<file path="src/rtl/core/poa_pkg.sv">
package poa_pkg;

  localparam int unsigned SlotsDef  = 8;
  localparam int unsigned PidW      = 32;
  localparam int unsigned AddrW     = 32;
  localparam int unsigned PsizeW    = 25;
  localparam int unsigned CmdW      = 2;
  localparam int unsigned StatusW   = 3;
  localparam int unsigned SlotOutW  = 3;
  localparam int unsigned CfgIdxW   = 2;
  localparam int unsigned InDataW   = 96;
  localparam int unsigned OutDataW  = 40;

  typedef enum logic [CmdW-1:0] {
    CMD_CLAIM = 2'd0,
    CMD_CLEAR = 2'd1,
    CMD_RANGE = 2'd2
  } cmd_e;

  typedef enum logic [StatusW-1:0] {
    STAT_NEW       = 3'd0,
    STAT_OWNED     = 3'd1,
    STAT_FULL      = 3'd2,
    STAT_ZERO_PID  = 3'd3,
    STAT_CLEARED   = 3'd4,
    STAT_RANGE_OK  = 3'd5,
    STAT_RANGE_BAD = 3'd6
  } status_e;

  typedef enum logic [CfgIdxW-1:0] {
    CFG_ARENA_SIZE = 2'd0,
    CFG_PART_SIZE  = 2'd1
  } cfg_idx_e;

  typedef enum logic [1:0] {
    ST_IDLE,
    ST_SCAN,
    ST_MUL,
    ST_DONE
  } ctrl_state_e;

  typedef struct packed {
    logic rd_en;
    logic wr_en;
    logic clear;
  } mem_ctrl_t;

endpackage

</file>
<file path="src/rtl/core/poa_owner_mem.sv">
module poa_owner_mem #(
  parameter int unsigned SLOTS = poa_pkg::SlotsDef,
  parameter int unsigned IDXW  = (SLOTS > 1) ? $clog2(SLOTS) : 1
) (
  input  logic                      clk_i,
  input  logic                      rst_ni,
  input  poa_pkg::mem_ctrl_t        ctrl_i,
  input  logic [IDXW-1:0]           rd_addr_i,
  input  logic [IDXW-1:0]           wr_addr_i,
  input  logic [poa_pkg::PidW-1:0]  wr_data_i,
  output logic [poa_pkg::PidW-1:0]  rd_data_o
);

  logic [poa_pkg::PidW-1:0] mem_q [SLOTS];
  logic [SLOTS-1:0]         valid_q;
  logic [poa_pkg::PidW-1:0] rd_data_q;
  logic                     rd_vld_q;

  // entries without a valid bit read as free
  always_ff @(posedge clk_i or negedge rst_ni) begin
    if (!rst_ni) begin
      valid_q  <= '0;
      rd_vld_q <= 1'b0;
    end else begin
      if (ctrl_i.clear) begin
        valid_q <= '0;
      end else if (ctrl_i.wr_en) begin
        valid_q[wr_addr_i] <= 1'b1;
      end
      if (ctrl_i.rd_en) begin
        rd_vld_q <= valid_q[rd_addr_i];
      end
    end
  end

  always_ff @(posedge clk_i) begin
    if (ctrl_i.wr_en) begin
      mem_q[wr_addr_i] <= wr_data_i;
    end
    if (ctrl_i.rd_en) begin
      rd_data_q <= mem_q[rd_addr_i];
    end
  end

  assign rd_data_o = rd_vld_q ? rd_data_q : '0;

endmodule

</file>
<file path="src/rtl/core/poa_ctrl.sv">
module poa_ctrl #(
  parameter int unsigned SLOTS = poa_pkg::SlotsDef,
  parameter int unsigned IDXW  = (SLOTS > 1) ? $clog2(SLOTS) : 1
) (
  input  logic                          clk_i,
  input  logic                          rst_ni,
  input  logic [poa_pkg::AddrW-1:0]     arena_size_i,
  input  logic [poa_pkg::PsizeW-1:0]    part_size_i,
  input  logic                          in_valid_i,
  output logic                          in_ready_o,
  input  logic [poa_pkg::CmdW-1:0]      in_command_i,
  input  logic [poa_pkg::PidW-1:0]      in_pid_i,
  input  logic [poa_pkg::AddrW-1:0]     in_offset_i,
  input  logic [poa_pkg::AddrW-1:0]     in_length_i,
  output logic                          out_valid_o,
  input  logic                          out_ready_i,
  output poa_pkg::status_e              out_status_o,
  output logic [poa_pkg::SlotOutW-1:0]  out_slot_o,
  output logic [poa_pkg::AddrW-1:0]     out_part_offset_o,
  output poa_pkg::mem_ctrl_t            mem_ctrl_o,
  output logic [IDXW-1:0]               mem_rd_addr_o,
  output logic [IDXW-1:0]               mem_wr_addr_o,
  output logic [poa_pkg::PidW-1:0]      mem_wr_data_o,
  input  logic [poa_pkg::PidW-1:0]      mem_rd_data_i
);

  localparam int unsigned CNTW = $clog2(SLOTS + 1);
  localparam logic [IDXW-1:0] LastIdx = IDXW'(SLOTS - 1);

  poa_pkg::ctrl_state_e state_q, state_d;

  logic [CNTW-1:0]          issue_cnt_q;
  logic                     cmp_vld_q;
  logic [IDXW-1:0]          cmp_idx_q;
  logic                     have_free_q;
  logic [IDXW-1:0]          first_free_q;
  logic [poa_pkg::PidW-1:0] pid_q;

  poa_pkg::status_e         res_status_q;
  logic [IDXW-1:0]          res_slot_q;
  logic [poa_pkg::AddrW-1:0] res_off_q;

  logic                     out_valid_q;
  poa_pkg::status_e         out_status_q;
  logic [poa_pkg::SlotOutW-1:0] out_slot_q;
  logic [poa_pkg::AddrW-1:0] out_off_q;

  logic                     accept;
  logic                     issue;
  logic                     cmp_hit;
  logic                     cmp_free;
  logic                     cmp_last;
  logic                     free_now;
  logic [IDXW-1:0]          first_free;
  logic                     do_write;
  logic                     load_out;
  logic                     range_ok;
  logic [poa_pkg::AddrW-1:0] room;
  logic [poa_pkg::AddrW-1:0] mul_w;

  assign accept     = in_valid_i && in_ready_o;
  assign issue      = (state_q == poa_pkg::ST_SCAN) && (issue_cnt_q < CNTW'(SLOTS));
  assign cmp_hit    = cmp_vld_q && (mem_rd_data_i == pid_q);
  assign cmp_free   = cmp_vld_q && (mem_rd_data_i == '0);
  assign cmp_last   = cmp_vld_q && (cmp_idx_q == LastIdx);
  assign free_now   = have_free_q || cmp_free;
  assign first_free = have_free_q ? first_free_q : cmp_idx_q;
  assign do_write   = (state_q == poa_pkg::ST_SCAN) && !cmp_hit && cmp_last && free_now;
  assign load_out   = (state_q == poa_pkg::ST_DONE) && (!out_valid_q || out_ready_i);

  assign room     = arena_size_i - in_offset_i;
  assign range_ok = (in_offset_i <= arena_size_i) && (in_length_i <= room);
  assign mul_w    = 32'(res_slot_q) * 32'(part_size_i);

  // next state
  always_comb begin
    state_d = state_q;
    case (state_q)
      poa_pkg::ST_IDLE: begin
        if (accept) begin
          case (in_command_i)
            poa_pkg::CMD_CLAIM: state_d = (in_pid_i == '0) ? poa_pkg::ST_DONE
                                                           : poa_pkg::ST_SCAN;
            poa_pkg::CMD_CLEAR: state_d = poa_pkg::ST_DONE;
            poa_pkg::CMD_RANGE: state_d = poa_pkg::ST_DONE;
            default:            state_d = poa_pkg::ST_IDLE;
          endcase
        end
      end
      poa_pkg::ST_SCAN: begin
        if (cmp_hit || (cmp_last && free_now)) begin
          state_d = poa_pkg::ST_MUL;
        end else if (cmp_last) begin
          state_d = poa_pkg::ST_DONE;
        end
      end
      poa_pkg::ST_MUL:  state_d = poa_pkg::ST_DONE;
      poa_pkg::ST_DONE: if (load_out) state_d = poa_pkg::ST_IDLE;
      default:          state_d = poa_pkg::ST_IDLE;
    endcase
  end

  // outputs to the handshake and the owner memory
  always_comb begin
    in_ready_o       = 1'b0;
    mem_ctrl_o       = '0;
    mem_rd_addr_o    = issue_cnt_q[IDXW-1:0];
    mem_wr_addr_o    = first_free;
    mem_wr_data_o    = pid_q;
    case (state_q)
      poa_pkg::ST_IDLE: begin
        in_ready_o       = 1'b1;
        mem_ctrl_o.clear = in_valid_i && (in_command_i == poa_pkg::CMD_CLEAR);
      end
      poa_pkg::ST_SCAN: begin
        mem_ctrl_o.rd_en = issue;
        mem_ctrl_o.wr_en = do_write;
      end
      default: begin
        in_ready_o = 1'b0;
      end
    endcase
  end

  always_ff @(posedge clk_i or negedge rst_ni) begin
    if (!rst_ni) begin
      state_q     <= poa_pkg::ST_IDLE;
      issue_cnt_q <= '0;
      cmp_vld_q   <= 1'b0;
      have_free_q <= 1'b0;
      out_valid_q <= 1'b0;
    end else begin
      state_q <= state_d;
      if (state_q == poa_pkg::ST_SCAN) begin
        cmp_vld_q <= issue;
        if (issue) begin
          issue_cnt_q <= issue_cnt_q + 1'b1;
        end
        if (cmp_free && !have_free_q) begin
          have_free_q <= 1'b1;
        end
      end else begin
        issue_cnt_q <= '0;
        cmp_vld_q   <= 1'b0;
        have_free_q <= 1'b0;
      end
      if (load_out) begin
        out_valid_q <= 1'b1;
      end else if (out_ready_i) begin
        out_valid_q <= 1'b0;
      end
    end
  end

  // payload, no reset needed
  always_ff @(posedge clk_i) begin
    if (issue) begin
      cmp_idx_q <= issue_cnt_q[IDXW-1:0];
    end
    if ((state_q == poa_pkg::ST_SCAN) && cmp_free && !have_free_q) begin
      first_free_q <= cmp_idx_q;
    end
    case (state_q)
      poa_pkg::ST_IDLE: begin
        if (accept) begin
          pid_q      <= in_pid_i;
          res_slot_q <= '0;
          res_off_q  <= '0;
          case (in_command_i)
            poa_pkg::CMD_CLAIM: res_status_q <= poa_pkg::STAT_ZERO_PID;
            poa_pkg::CMD_CLEAR: res_status_q <= poa_pkg::STAT_CLEARED;
            poa_pkg::CMD_RANGE: res_status_q <= range_ok ? poa_pkg::STAT_RANGE_OK
                                                         : poa_pkg::STAT_RANGE_BAD;
            default:            res_status_q <= poa_pkg::STAT_ZERO_PID;
          endcase
        end
      end
      poa_pkg::ST_SCAN: begin
        if (cmp_hit) begin
          res_status_q <= poa_pkg::STAT_OWNED;
          res_slot_q   <= cmp_idx_q;
        end else if (cmp_last) begin
          res_status_q <= free_now ? poa_pkg::STAT_NEW : poa_pkg::STAT_FULL;
          res_slot_q   <= free_now ? first_free : '0;
        end
      end
      poa_pkg::ST_MUL: begin
        res_off_q <= mul_w;
      end
      default: begin
        res_off_q <= res_off_q;
      end
    endcase
    if (load_out) begin
      out_status_q <= res_status_q;
      out_slot_q   <= poa_pkg::SlotOutW'(res_slot_q);
      out_off_q    <= res_off_q;
    end
  end

  assign out_valid_o       = out_valid_q;
  assign out_status_o      = out_status_q;
  assign out_slot_o        = out_slot_q;
  assign out_part_offset_o = out_off_q;

`ifndef SYNTHESIS
  a_no_wr_and_clear: assert property (@(posedge clk_i) disable iff (!rst_ni)
    !(mem_ctrl_o.wr_en && mem_ctrl_o.clear))
    else $error("owner write and clear in the same cycle");

  a_issue_bound: assert property (@(posedge clk_i) disable iff (!rst_ni)
    issue_cnt_q <= CNTW'(SLOTS))
    else $error("scan issued past the last slot");

  a_write_ends_scan: assert property (@(posedge clk_i) disable iff (!rst_ni)
    mem_ctrl_o.wr_en |=> (state_q == poa_pkg::ST_MUL) && (res_status_q == poa_pkg::STAT_NEW))
    else $error("owner write without a new claim");

  a_hold_on_stall: assert property (@(posedge clk_i) disable iff (!rst_ni)
    (state_q == poa_pkg::ST_DONE) && out_valid_q && !out_ready_i |=>
      (state_q == poa_pkg::ST_DONE))
    else $error("result left while the output register was full");
`endif

endmodule

</file>
<file path="src/rtl/core/partition_owner_allocator_unit.sv">
// Channel    Direction  Handshake                      Payload
// s_axis     in         s_axis_tvalid / s_axis_tready  tuser: command; tdata: pid, offset, length
// m_axis     out        m_axis_tvalid / m_axis_tready  tuser: status; tdata: slot, offset
// cfg        in         cfg_valid_i / cfg_ready_o      cfg_index_i, cfg_data_i
//
// One item at a time. A new claim goes from input to result transfer through
// one owner-memory read per slot (one read port, registered read data), the first-free
// write on the last compare, a multiply state and the output register.
// A hit ends the scan early; a full table skips the multiply state.
// Clear, range check and zero-pid claims go straight to the done state.
// Reset clears the per-slot valid bits at once, so no clearing pass is needed.
// A result waiting in the output register does not block the block; the next
// result stalls in the done state until the register is free.
module partition_owner_allocator_unit #(
  parameter int unsigned SLOTS = poa_pkg::SlotsDef
) (
  input  logic                           clk_i,
  input  logic                           rst_ni,
  input  logic                           s_axis_tvalid,
  output logic                           s_axis_tready,
  // [31:0] pid, [63:32] offset, [95:64] length_bytes
  input  logic [poa_pkg::InDataW-1:0]    s_axis_tdata,
  // [1:0] command
  input  logic [poa_pkg::CmdW-1:0]       s_axis_tuser,
  output logic                           m_axis_tvalid,
  input  logic                           m_axis_tready,
  // [2:0] slot, [34:3] partition_offset, [39:35] zero
  output logic [poa_pkg::OutDataW-1:0]   m_axis_tdata,
  // [2:0] status
  output logic [poa_pkg::StatusW-1:0]    m_axis_tuser,
  input  logic                           cfg_valid_i,
  output logic                           cfg_ready_o,
  input  logic [poa_pkg::CfgIdxW-1:0]    cfg_index_i,
  input  logic [poa_pkg::AddrW-1:0]      cfg_data_i
);

  localparam int unsigned IDXW = (SLOTS > 1) ? $clog2(SLOTS) : 1;

  logic [poa_pkg::AddrW-1:0]  arena_size_q;
  logic [poa_pkg::PsizeW-1:0] part_size_q;

  poa_pkg::mem_ctrl_t         mem_ctrl;
  logic [IDXW-1:0]            mem_rd_addr;
  logic [IDXW-1:0]            mem_wr_addr;
  logic [poa_pkg::PidW-1:0]   mem_wr_data;
  logic [poa_pkg::PidW-1:0]   mem_rd_data;

  poa_pkg::status_e           out_status;
  logic [poa_pkg::SlotOutW-1:0] out_slot;
  logic [poa_pkg::AddrW-1:0]  out_off;

  assign cfg_ready_o = 1'b1;

  always_ff @(posedge clk_i or negedge rst_ni) begin
    if (!rst_ni) begin
      arena_size_q <= '0;
      part_size_q  <= '0;
    end else if (cfg_valid_i && cfg_ready_o) begin
      case (cfg_index_i)
        poa_pkg::CFG_ARENA_SIZE: arena_size_q <= cfg_data_i;
        poa_pkg::CFG_PART_SIZE:  part_size_q  <= cfg_data_i[poa_pkg::PsizeW-1:0];
        default:                 arena_size_q <= arena_size_q;
      endcase
    end
  end

  poa_owner_mem #(
    .SLOTS (SLOTS),
    .IDXW  (IDXW)
  ) u_mem (
    .clk_i     (clk_i),
    .rst_ni    (rst_ni),
    .ctrl_i    (mem_ctrl),
    .rd_addr_i (mem_rd_addr),
    .wr_addr_i (mem_wr_addr),
    .wr_data_i (mem_wr_data),
    .rd_data_o (mem_rd_data)
  );

  poa_ctrl #(
    .SLOTS (SLOTS),
    .IDXW  (IDXW)
  ) u_ctrl (
    .clk_i             (clk_i),
    .rst_ni            (rst_ni),
    .arena_size_i      (arena_size_q),
    .part_size_i       (part_size_q),
    .in_valid_i        (s_axis_tvalid),
    .in_ready_o        (s_axis_tready),
    .in_command_i      (s_axis_tuser),
    .in_pid_i          (s_axis_tdata[31:0]),
    .in_offset_i       (s_axis_tdata[63:32]),
    .in_length_i       (s_axis_tdata[95:64]),
    .out_valid_o       (m_axis_tvalid),
    .out_ready_i       (m_axis_tready),
    .out_status_o      (out_status),
    .out_slot_o        (out_slot),
    .out_part_offset_o (out_off),
    .mem_ctrl_o        (mem_ctrl),
    .mem_rd_addr_o     (mem_rd_addr),
    .mem_wr_addr_o     (mem_wr_addr),
    .mem_wr_data_o     (mem_wr_data),
    .mem_rd_data_i     (mem_rd_data)
  );

  assign m_axis_tuser = out_status;
  assign m_axis_tdata = {5'd0, out_off, out_slot};

endmodule

</file>
<file path="config.mk">
export PLATFORM = sky130hd
export DESIGN_NAME = partition_owner_allocator_unit
export DESIGN_NICKNAME = d
export VERILOG_FILES = /design/src/rtl/core/poa_pkg.sv /design/src/rtl/core/poa_owner_mem.sv /design/src/rtl/core/poa_ctrl.sv /design/src/rtl/core/partition_owner_allocator_unit.sv
export SDC_FILE = /design/constraint.sdc
export NUM_CORES = 1
export LEC_CHECK = 0
export BUFFER_PORTS_ARGS = -buffer_cell sky130_fd_sc_hd__buf_2
export CORE_ASPECT_RATIO = 0.6
export CORE_UTILIZATION = 60
export CTS_BUF_LIST = sky130_fd_sc_hd__clkbuf_4 sky130_fd_sc_hd__clkbuf_8
export DETAILED_ROUTE_END_ITERATION = 8
export HOLD_SLACK_MARGIN = 0.08
export PLACE_DENSITY = 0.83
export SETUP_SLACK_MARGIN = 0.02
export SYNTH_ARGS = -nofsm -noshare
export SYNTH_HDL_FRONTEND = slang
export SYNTH_SLANG_ARGS = --single-unit
</file>
<file path="constraint.sdc">
create_clock -name clk_i -period 5.2 [get_ports clk_i]
set_input_delay 0 -clock clk_i [delete_from_list [all_inputs] [get_ports clk_i]]
set_output_delay 0 -clock clk_i [all_outputs]
set_load 0.1 [all_outputs]
</file>
==> flow_summary.yaml, run 1 <==
run_status:
  status: "complete, no violations"
critical_path:
  critPathRequiredTime_ps: 5580
  crit_slowest_cell: "fa_1"
  crit_cells: 19
  reg2reg_to: "u_ctrl.res_status_q[1]"
  r2r_start: "arena_size_q[0]"
  crit_type: "reg -> reg"
  cp_top_family: "compound AO/OA/AOI/OAI gates"
  end_kind: "register"
  path_max_fanout: 4
  crit_chain: "inv_1 > ha_1 > fa_1 > nor2b_1 > o31a_2 > o41ai_4 > o311a_1 > nor3_4 > a41oi_2 > mux2_4 > a2111oi_4 > ha_1 > nand4_1 > nor4_2 > nand4_1 > o21ai_0 > o21ai_0 > a21oi_1 > a21bo_2"
  cpPeakStageDelay_ps: 420
  cp_num_buf_inv: 1
  worstSetupStartpointType: "register"
  cp_data_arrival_time_ps: 5150
  ff2ff_setup_slack_ps: 430
  r2r_cells: 19
min_path:
  whs_endpoint: "u_ctrl.mem_wr_data_o[5]"
  min-delay-start: "s_axis_tdata[5]"
  hold_path.class: "in -> reg"
  min_path_cells: 2
placement:
  dp_hpwl_mm: 37.03
  portBuffers: 172
  place_congestion: 0.9331
pwr:
  p_clk_share_pct: 23.0
  p_int_mw: 8.460
  p_sw_share_pct: 37.74
  max-vdd-ir-drop_uv: 238.4
  comb_power_share_pct: 35.7
  power.density_mw_per_mm2: 508.6
  power_leakage_nw: 10.35
  finalPower_mw: 13.59
  power_frac_seq_pct: 41.3
  switching_power_mw: 5.129
synth:
  synth-edff-count: 394
  muxShareOfSynthArea_pct: 11.17
  yosysWarnings: 0
  yosys_most_used_dff: "edfxtp_1"
  ys_ff_latch: 469
  synth_top_family_by_area: "multiplexers"
  syn_inst: 1598
  syn_avg_cell_area_sq_um: 14.25
  synth_largest_area_cell: "edfxtp_1"
  synthTopCellsByArea: "edfxtp_1 (52%), dfrtp_1 (8.2%), mux4_2 (6.5%)"
  syn_area_sq_mm: 0.02277
  synthAdderAreaFrac_pct: 7.694
  async_reset_ff_share_pct: 15.99
  synth_compound_area_share_pct: 7.315
  synthDominantCellAreaShare_pct: 51.97
  yosysSeqAreaShare_pct: 60.21
  synthDistinctLibCells: 84
  yosys.area_share.simple_pct: 8.771
  synth-xor-area-share_pct: 1.808
route:
  via_count: 14992
  drc_errors: 0
  wl_mm: 56.38
  via_per_inst: 6.065
  ant_nets: 0
  first_pass_iters: 6
  drtIter0Drc: 1574
  wl_per_cell_microns: 22.81
timing:
  max-slew-margin-rel_pct: 17.57
  worst_hold_slack_ps: 110.4
  finalSetupTns_ps: 0
  finalSetupViolCount: 0
  slew_violations: 0
  fmax_mhz: 209.6
  tightest_slew_ps: 1233
  finalCritPeriodShare_pct: 91.74
  min_period_ps: 4770
  fin_skew_ps: 36.74
  rsz0062_at_grt: "false"
  hold_viol_final: 0
cells_and_area:
  finalNetCount: 2176
  num-fill-cells: 2346
  syn2layout_area_growth_pct: 17.37
  area.sequential_sq_mm: 0.01371
  drive_above_1_share_pct: 25.43
  multi_input_area_sq_mm: 0.008496
global_routing:
  grt_pass1_wl_mm: 85.44
  grt_usage_pct: 29.59
  grt-ovfl-total: 0
  grt_pass1_vias: 14966
  grt_antenna_before_repair: 5
  grt_max_degree: 64
floorplan:
  core_sq_mm: 0.03682
  die_h_microns: 152.9
  dieArea_sq_mm: 0.03875
  die_w_microns: 253.5
  start_util_pct: 61.83
  ios: 183
  rows: 54
cts:
  htree_levels: 3
  clkSlewWorstSetupHoldPaths_ps: 70
  cts_sinks: 469
  cts_buffers: 69
  post_cts_buffers: 0
  clk_latency_ps: 650
  cts_tree: "done"
  clk_path_buf_depth: 3
  cts-root-buf: "clkbuf_8"
run:
  drv_cap: 0
-- sequential cells by signal, summed over array words and instances (netlist names), 3 cells and up --
signal                    count
u_ctrl.first_free_q           3
u_ctrl.issue_cnt_q            4
arena_size_q                 32
u_mem.mem_q                 256
u_ctrl.out_status_o           3
u_ctrl.out_part_offset_o     28
u_ctrl.res_slot_q             3
u_ctrl.res_status_q           3
u_mem.valid_q                 8
u_mem.rd_data_q              32
u_ctrl.mem_wr_data_o         32
u_ctrl.res_off_q             28
u_ctrl.out_slot_o             3
u_ctrl.cmp_idx_q              3
part_size_q                  25
-- power groups by stage --
stage	clock, mW	sequential, mW	combinational, mW
after floorplan	0	5.85	3.22
after detailed placement	0	5.65	4.67
after global placement	0	5.61	4.55
after CTS	3.16	5.59	4.78
final	3.13	5.61	4.85
after global routing	3.32	5.68	5.27
-- stage by stage --
step | instance area (sq um) | cells | worst slack [ps] | utilization (%)
floorplan | 22800 | 1606 | 939.5 | -
detailed placement | 24290 | 2250 | 427.4 | 65.98
CTS | 26700 | 2470 | 355.3 | 72.50
global placement | 24290 | 2250 | 573.0 | 65.98
global route | 26720 | 2472 | 46.24 | 72.57
finish | 26720 | 2472 | 429.6 | 72.57
-- logic make-up after synthesis --
kind of cell	Yosys count
AND/OR/NAND/NOR	379
flip-flops	469
AO/OA/AOI/OAI	245
other	2
buffers and inverters	171
XOR/XNOR	47
multiplexers	160
adder cells (fa/ha/maj)	125
-- cell usage in the layout, fill, tap and decap left out, types with 10 or more instances in the layout --
cell / instances
o21a_1: 12
and2_1: 31
xor2_1: 18
mux4_2: 66
nor2_1: 42
inv_1: 119
nand2b_1: 30
nand2_1: 118
mux2_2: 88
clkinv_1: 10
xnor2_1: 29
dfrtp_1: 73
o21ai_0: 50
nor4_1: 21
dlygate4sd3_1: 97
a21o_1: 22
a21oi_1: 65
buf_4: 20
nor3_1: 19
conb_1: 10
clkbuf_4: 23
a31oi_1: 13
and3_1: 12
nor2b_1: 16
nand4_1: 21
clkbuf_8: 74
nand3_1: 18
buf_2: 171
fa_1: 25
edfxtp_1: 394
ha_1: 100
-- worst max path at each step --
| stage | slack, ps | start | end |
|---|---|---|---|
| floorplan | 940 | arena_size_q[0] | u_ctrl.res_status_q[1] |
| global placement | 570 | arena_size_q[0] | u_ctrl.res_status_q[1] |
| detailed placement | 430 | arena_size_q[0] | u_ctrl.res_status_q[1] |
| CTS | 360 | arena_size_q[0] | u_ctrl.res_status_q[1] |
| global route | 50 | arena_size_q[0] | u_ctrl.res_status_q[1] |
| finish | 430 | arena_size_q[0] | u_ctrl.res_status_q[1] |
-- per-layer routing --
layer / part of all wire (%) / global-route usage, % / vias up / wire length (microns)
met1: 43 / 44.28 / 7420 / 24290
met3: 10 / 7.578 / 108 / 5806
met2: 44 / 42.74 / 778 / 24810
met4: 2.5 / 9.322 / 6 / 1430
met5: 0.082 / 0 / - / 46
li1: - / - / 6680 / -
-- final cells by class --
cell class	instances	share of cell area [%]
Clock inverter	26	0.9037
Inverter	119	1.672
Sequential cell	469	51.32
Tap cell	504	2.360
Timing Repair Buffer	289	7.473
Multi-Input combinational cell	966	31.79
Antenna cell	2	0.01873
Clock buffer	97	4.458
-- synth_stat cells (12+ instances only) --
cell / n
fa_1: 25
and3_1: 12
dfrtp_1: 75
o21a_1: 12
xor2_1: 18
nor2b_1: 16
ha_1: 100
a21o_1: 22
clkbuf_1: 33
nand4_1: 21
nor3_1: 19
and2_1: 31
a21oi_1: 65
nand2_1: 118
a31oi_1: 13
inv_1: 119
o21ai_0: 50
xnor2_1: 29
mux2_2: 88
edfxtp_1: 394
nor2_1: 51
nor4_1: 22
nand2b_1: 30
mux4_2: 66
nand3_1: 18
-- repair_timing --
item,in CTS,in global routing
hold buffers,97,0
resized for setup,0,2
hold endpoints to repair,181,0
setup endpoints to repair,0,1
(Power assumes the default switching activity.)
==> run 2: changes to the inputs <==
--- a/config.mk
+++ b/config.mk
@@ -7,11 +7,12 @@
 export LEC_CHECK = 0
 export BUFFER_PORTS_ARGS = -buffer_cell sky130_fd_sc_hd__buf_2
 export CORE_ASPECT_RATIO = 0.6
-export CORE_UTILIZATION = 60
+export CORE_UTILIZATION = 55
 export CTS_BUF_LIST = sky130_fd_sc_hd__clkbuf_4 sky130_fd_sc_hd__clkbuf_8
 export DETAILED_ROUTE_END_ITERATION = 8
 export HOLD_SLACK_MARGIN = 0.08
-export PLACE_DENSITY = 0.83
+export PLACE_DENSITY = 0.77
+export REMOVE_ABC_BUFFERS = 1
 export SETUP_SLACK_MARGIN = 0.02
 export SYNTH_ARGS = -nofsm -noshare
 export SYNTH_HDL_FRONTEND = slang
==> flow_summary.yaml, run 2 (synthesis gave the netlist of run 1 again) <==
cts:
  cts-root-buf: "clkbuf_8"
  cts_tree: "done"
  clkSlewWorstSetupHoldPaths_ps: 60
  post_cts_buffers: 0
  htree_levels: 3
  clk_latency_ps: 630
  cts_sinks: 469
  cts_buffers: 70
  clk_path_buf_depth: 3
global_routing:
  grtUsageMet1_pct: 42.19
  grt_pass1_vias: 14672
  grt_usage_pct: 27.01
  grt_antenna_before_repair: 2
  globalRouteMet2Util_pct: 38.19
  grt_pass1_wl_mm: 85.88
  grtUsageMet3_pct: 6.032
  grt-ovfl-total: 0
  busiest_layer: "met1"
  grt_max_degree: 65
cells_and_area:
  syn2layout_area_growth_pct: 16.93
  regMostFlops: "u_mem.mem_q"
  layout_commonest_cell: "edfxtp_1"
  multi_input_area_sq_mm: 0.008478
  fin_cells: 2500
  layout_common_cells: "edfxtp_1 (394), buf_2 (171), inv_1 (119), nand2_1 (118), ha_1 (100)"
  largest_reg_flops: 256
  drive_above_1_share_pct: 25.32
  finalNetCount: 2173
  area.sequential_sq_mm: 0.01371
  num-fill-cells: 2925
critical_path:
  worstSetupStartpointType: "register"
  path_max_fanout: 6
  crit_type: "reg -> reg"
  end_kind: "register"
  critPathRequiredTime_ps: 5570
  cp_data_arrival_time_ps: 5240
timing:
  finalSetupViolCount: 0
  finalSetupTns_ps: 0
  finalCritPeriodShare_pct: 93.63
  fmax_mhz: 205.4
  worst_hold_slack_ps: 125.0
  tightest_slew_ps: 1230
  hold_viol_final: 0
  fin_skew_ps: 38.12
  rsz0062_at_grt: "false"
  min_period_ps: 4869
  slew_violations: 0
  max-slew-margin-rel_pct: 17.76
  setup_slack_ps: 331.1
placement:
  dp_slack_ps: 429.5
  portBuffers: 172
  dp_hpwl_mm: 37.85
  place_congestion: 0.9505
  place_inst: 2278
route:
  first_pass_iters: 6
  via_per_inst: 6.015
  wl_mm: 56.55
  wl_per_cell_microns: 22.62
  drc_errors: 0
  ant_nets: 0
  via_count: 15038
  drtIter0Drc: 1621
floorplan:
  core_sq_mm: 0.04065
  die_w_microns: 264.7
  rows: 57
  ios: 183
  dieArea_sq_mm: 0.04224
  start_util_pct: 56.00
  die_h_microns: 159.6
run:
  drv_cap: 0
pwr:
  max-vdd-ir-drop_uv: 309.3
  finalPower_mw: 13.42
  power.density_mw_per_mm2: 504.0
  power_leakage_nw: 10.30
min_path:
  hold_path.class: "in -> reg"
run_status:
  status: "complete, no violations"
-- run 2: cell types whose count changed in the layout (fill, tap and decap cells not counted), sizes merged --
cell         before  now
inv             125  126
dlygate4sd3      97   92
clkbuf           97   89
clkinv           17   29
bufinv            3    1
clkinvlp          0    2
buf             192  193
-- run 2: final timing paths --
check	from	to	cells past startpoint	slack (ps)
max	arena_size_q[11]	u_ctrl.res_status_q[1]	18	330
min	s_axis_tdata[9]	u_ctrl.mem_wr_data_o[9]	2	130
max reg2reg	arena_size_q[11]	u_ctrl.res_status_q[1]	18	330
min reg2reg	u_ctrl.res_off_q[11]	u_ctrl.out_part_offset_o[11]	0	420
max in group asynchronous	rst_ni	arena_size_q[26]	3	4250
min in group asynchronous	rst_ni	arena_size_q[22]	3	160
-- run 2: cell type report --
cell class / count / share of cell area (%)
clock buffer: 89 / 4.225
tap: 531 / 2.496
antenna: 2 / 0.01880
sequential: 469 / 51.51
timing repair buffer: 285 / 7.294
clock inverter: 39 / 0.9306
inverter: 119 / 1.678
multi-input combinational: 966 / 31.85
-- run 2: through the flow --
stage / area [sq um] / util (%)
2_1_floorplan: 22560 / -
3_3_place_gp: 24320 / 59.83
3_5_place_dp: 24320 / 59.83
4_1_cts: 26620 / 65.48
5_1_grt: 26620 / 65.49
6_report: 26620 / 65.49
-- run 2: repair_timing --
| item | 4_1_cts | 5_1_grt |
|---|---|---|
| resized for setup | 0 | 0 |
| hold buffers | 92 | 0 |
| hold endpoints to repair | 178 | 0 |
-- run 2: power by group --
part,internal (mW),switching [mW]
logic,1.90,2.96
registers,4.90,0.658
clock network,1.50,1.48
-- run 2: metal layers --
| layer | up-vias | share of wire (%) |
|---|---|---|
| met3 | 97 | 9.4 |
| met1 | 7466 | 46 |
| li1 | 6687 | - |
| met4 | 0 | 2.2 |
| met2 | 788 | 43 |
| met5 | - | 0 |
-- run 2: worst max-delay path: stages, from the launching register on --
cell	delay [ps]
dfrtp_1	380
ha_1	330
and2_1	210
a221o_1	330
a211oi_1	360
o311a_1	280
nor3_4	70
buf_4	170
a21oi_2	320
nor4b_1	290
nor4b_1	110
ha_1	310
nand4_1	120
nor4_1	400
nand4_1	170
o21ai_0	110
o21ai_0	250
a21oi_1	190
a21bo_2	230
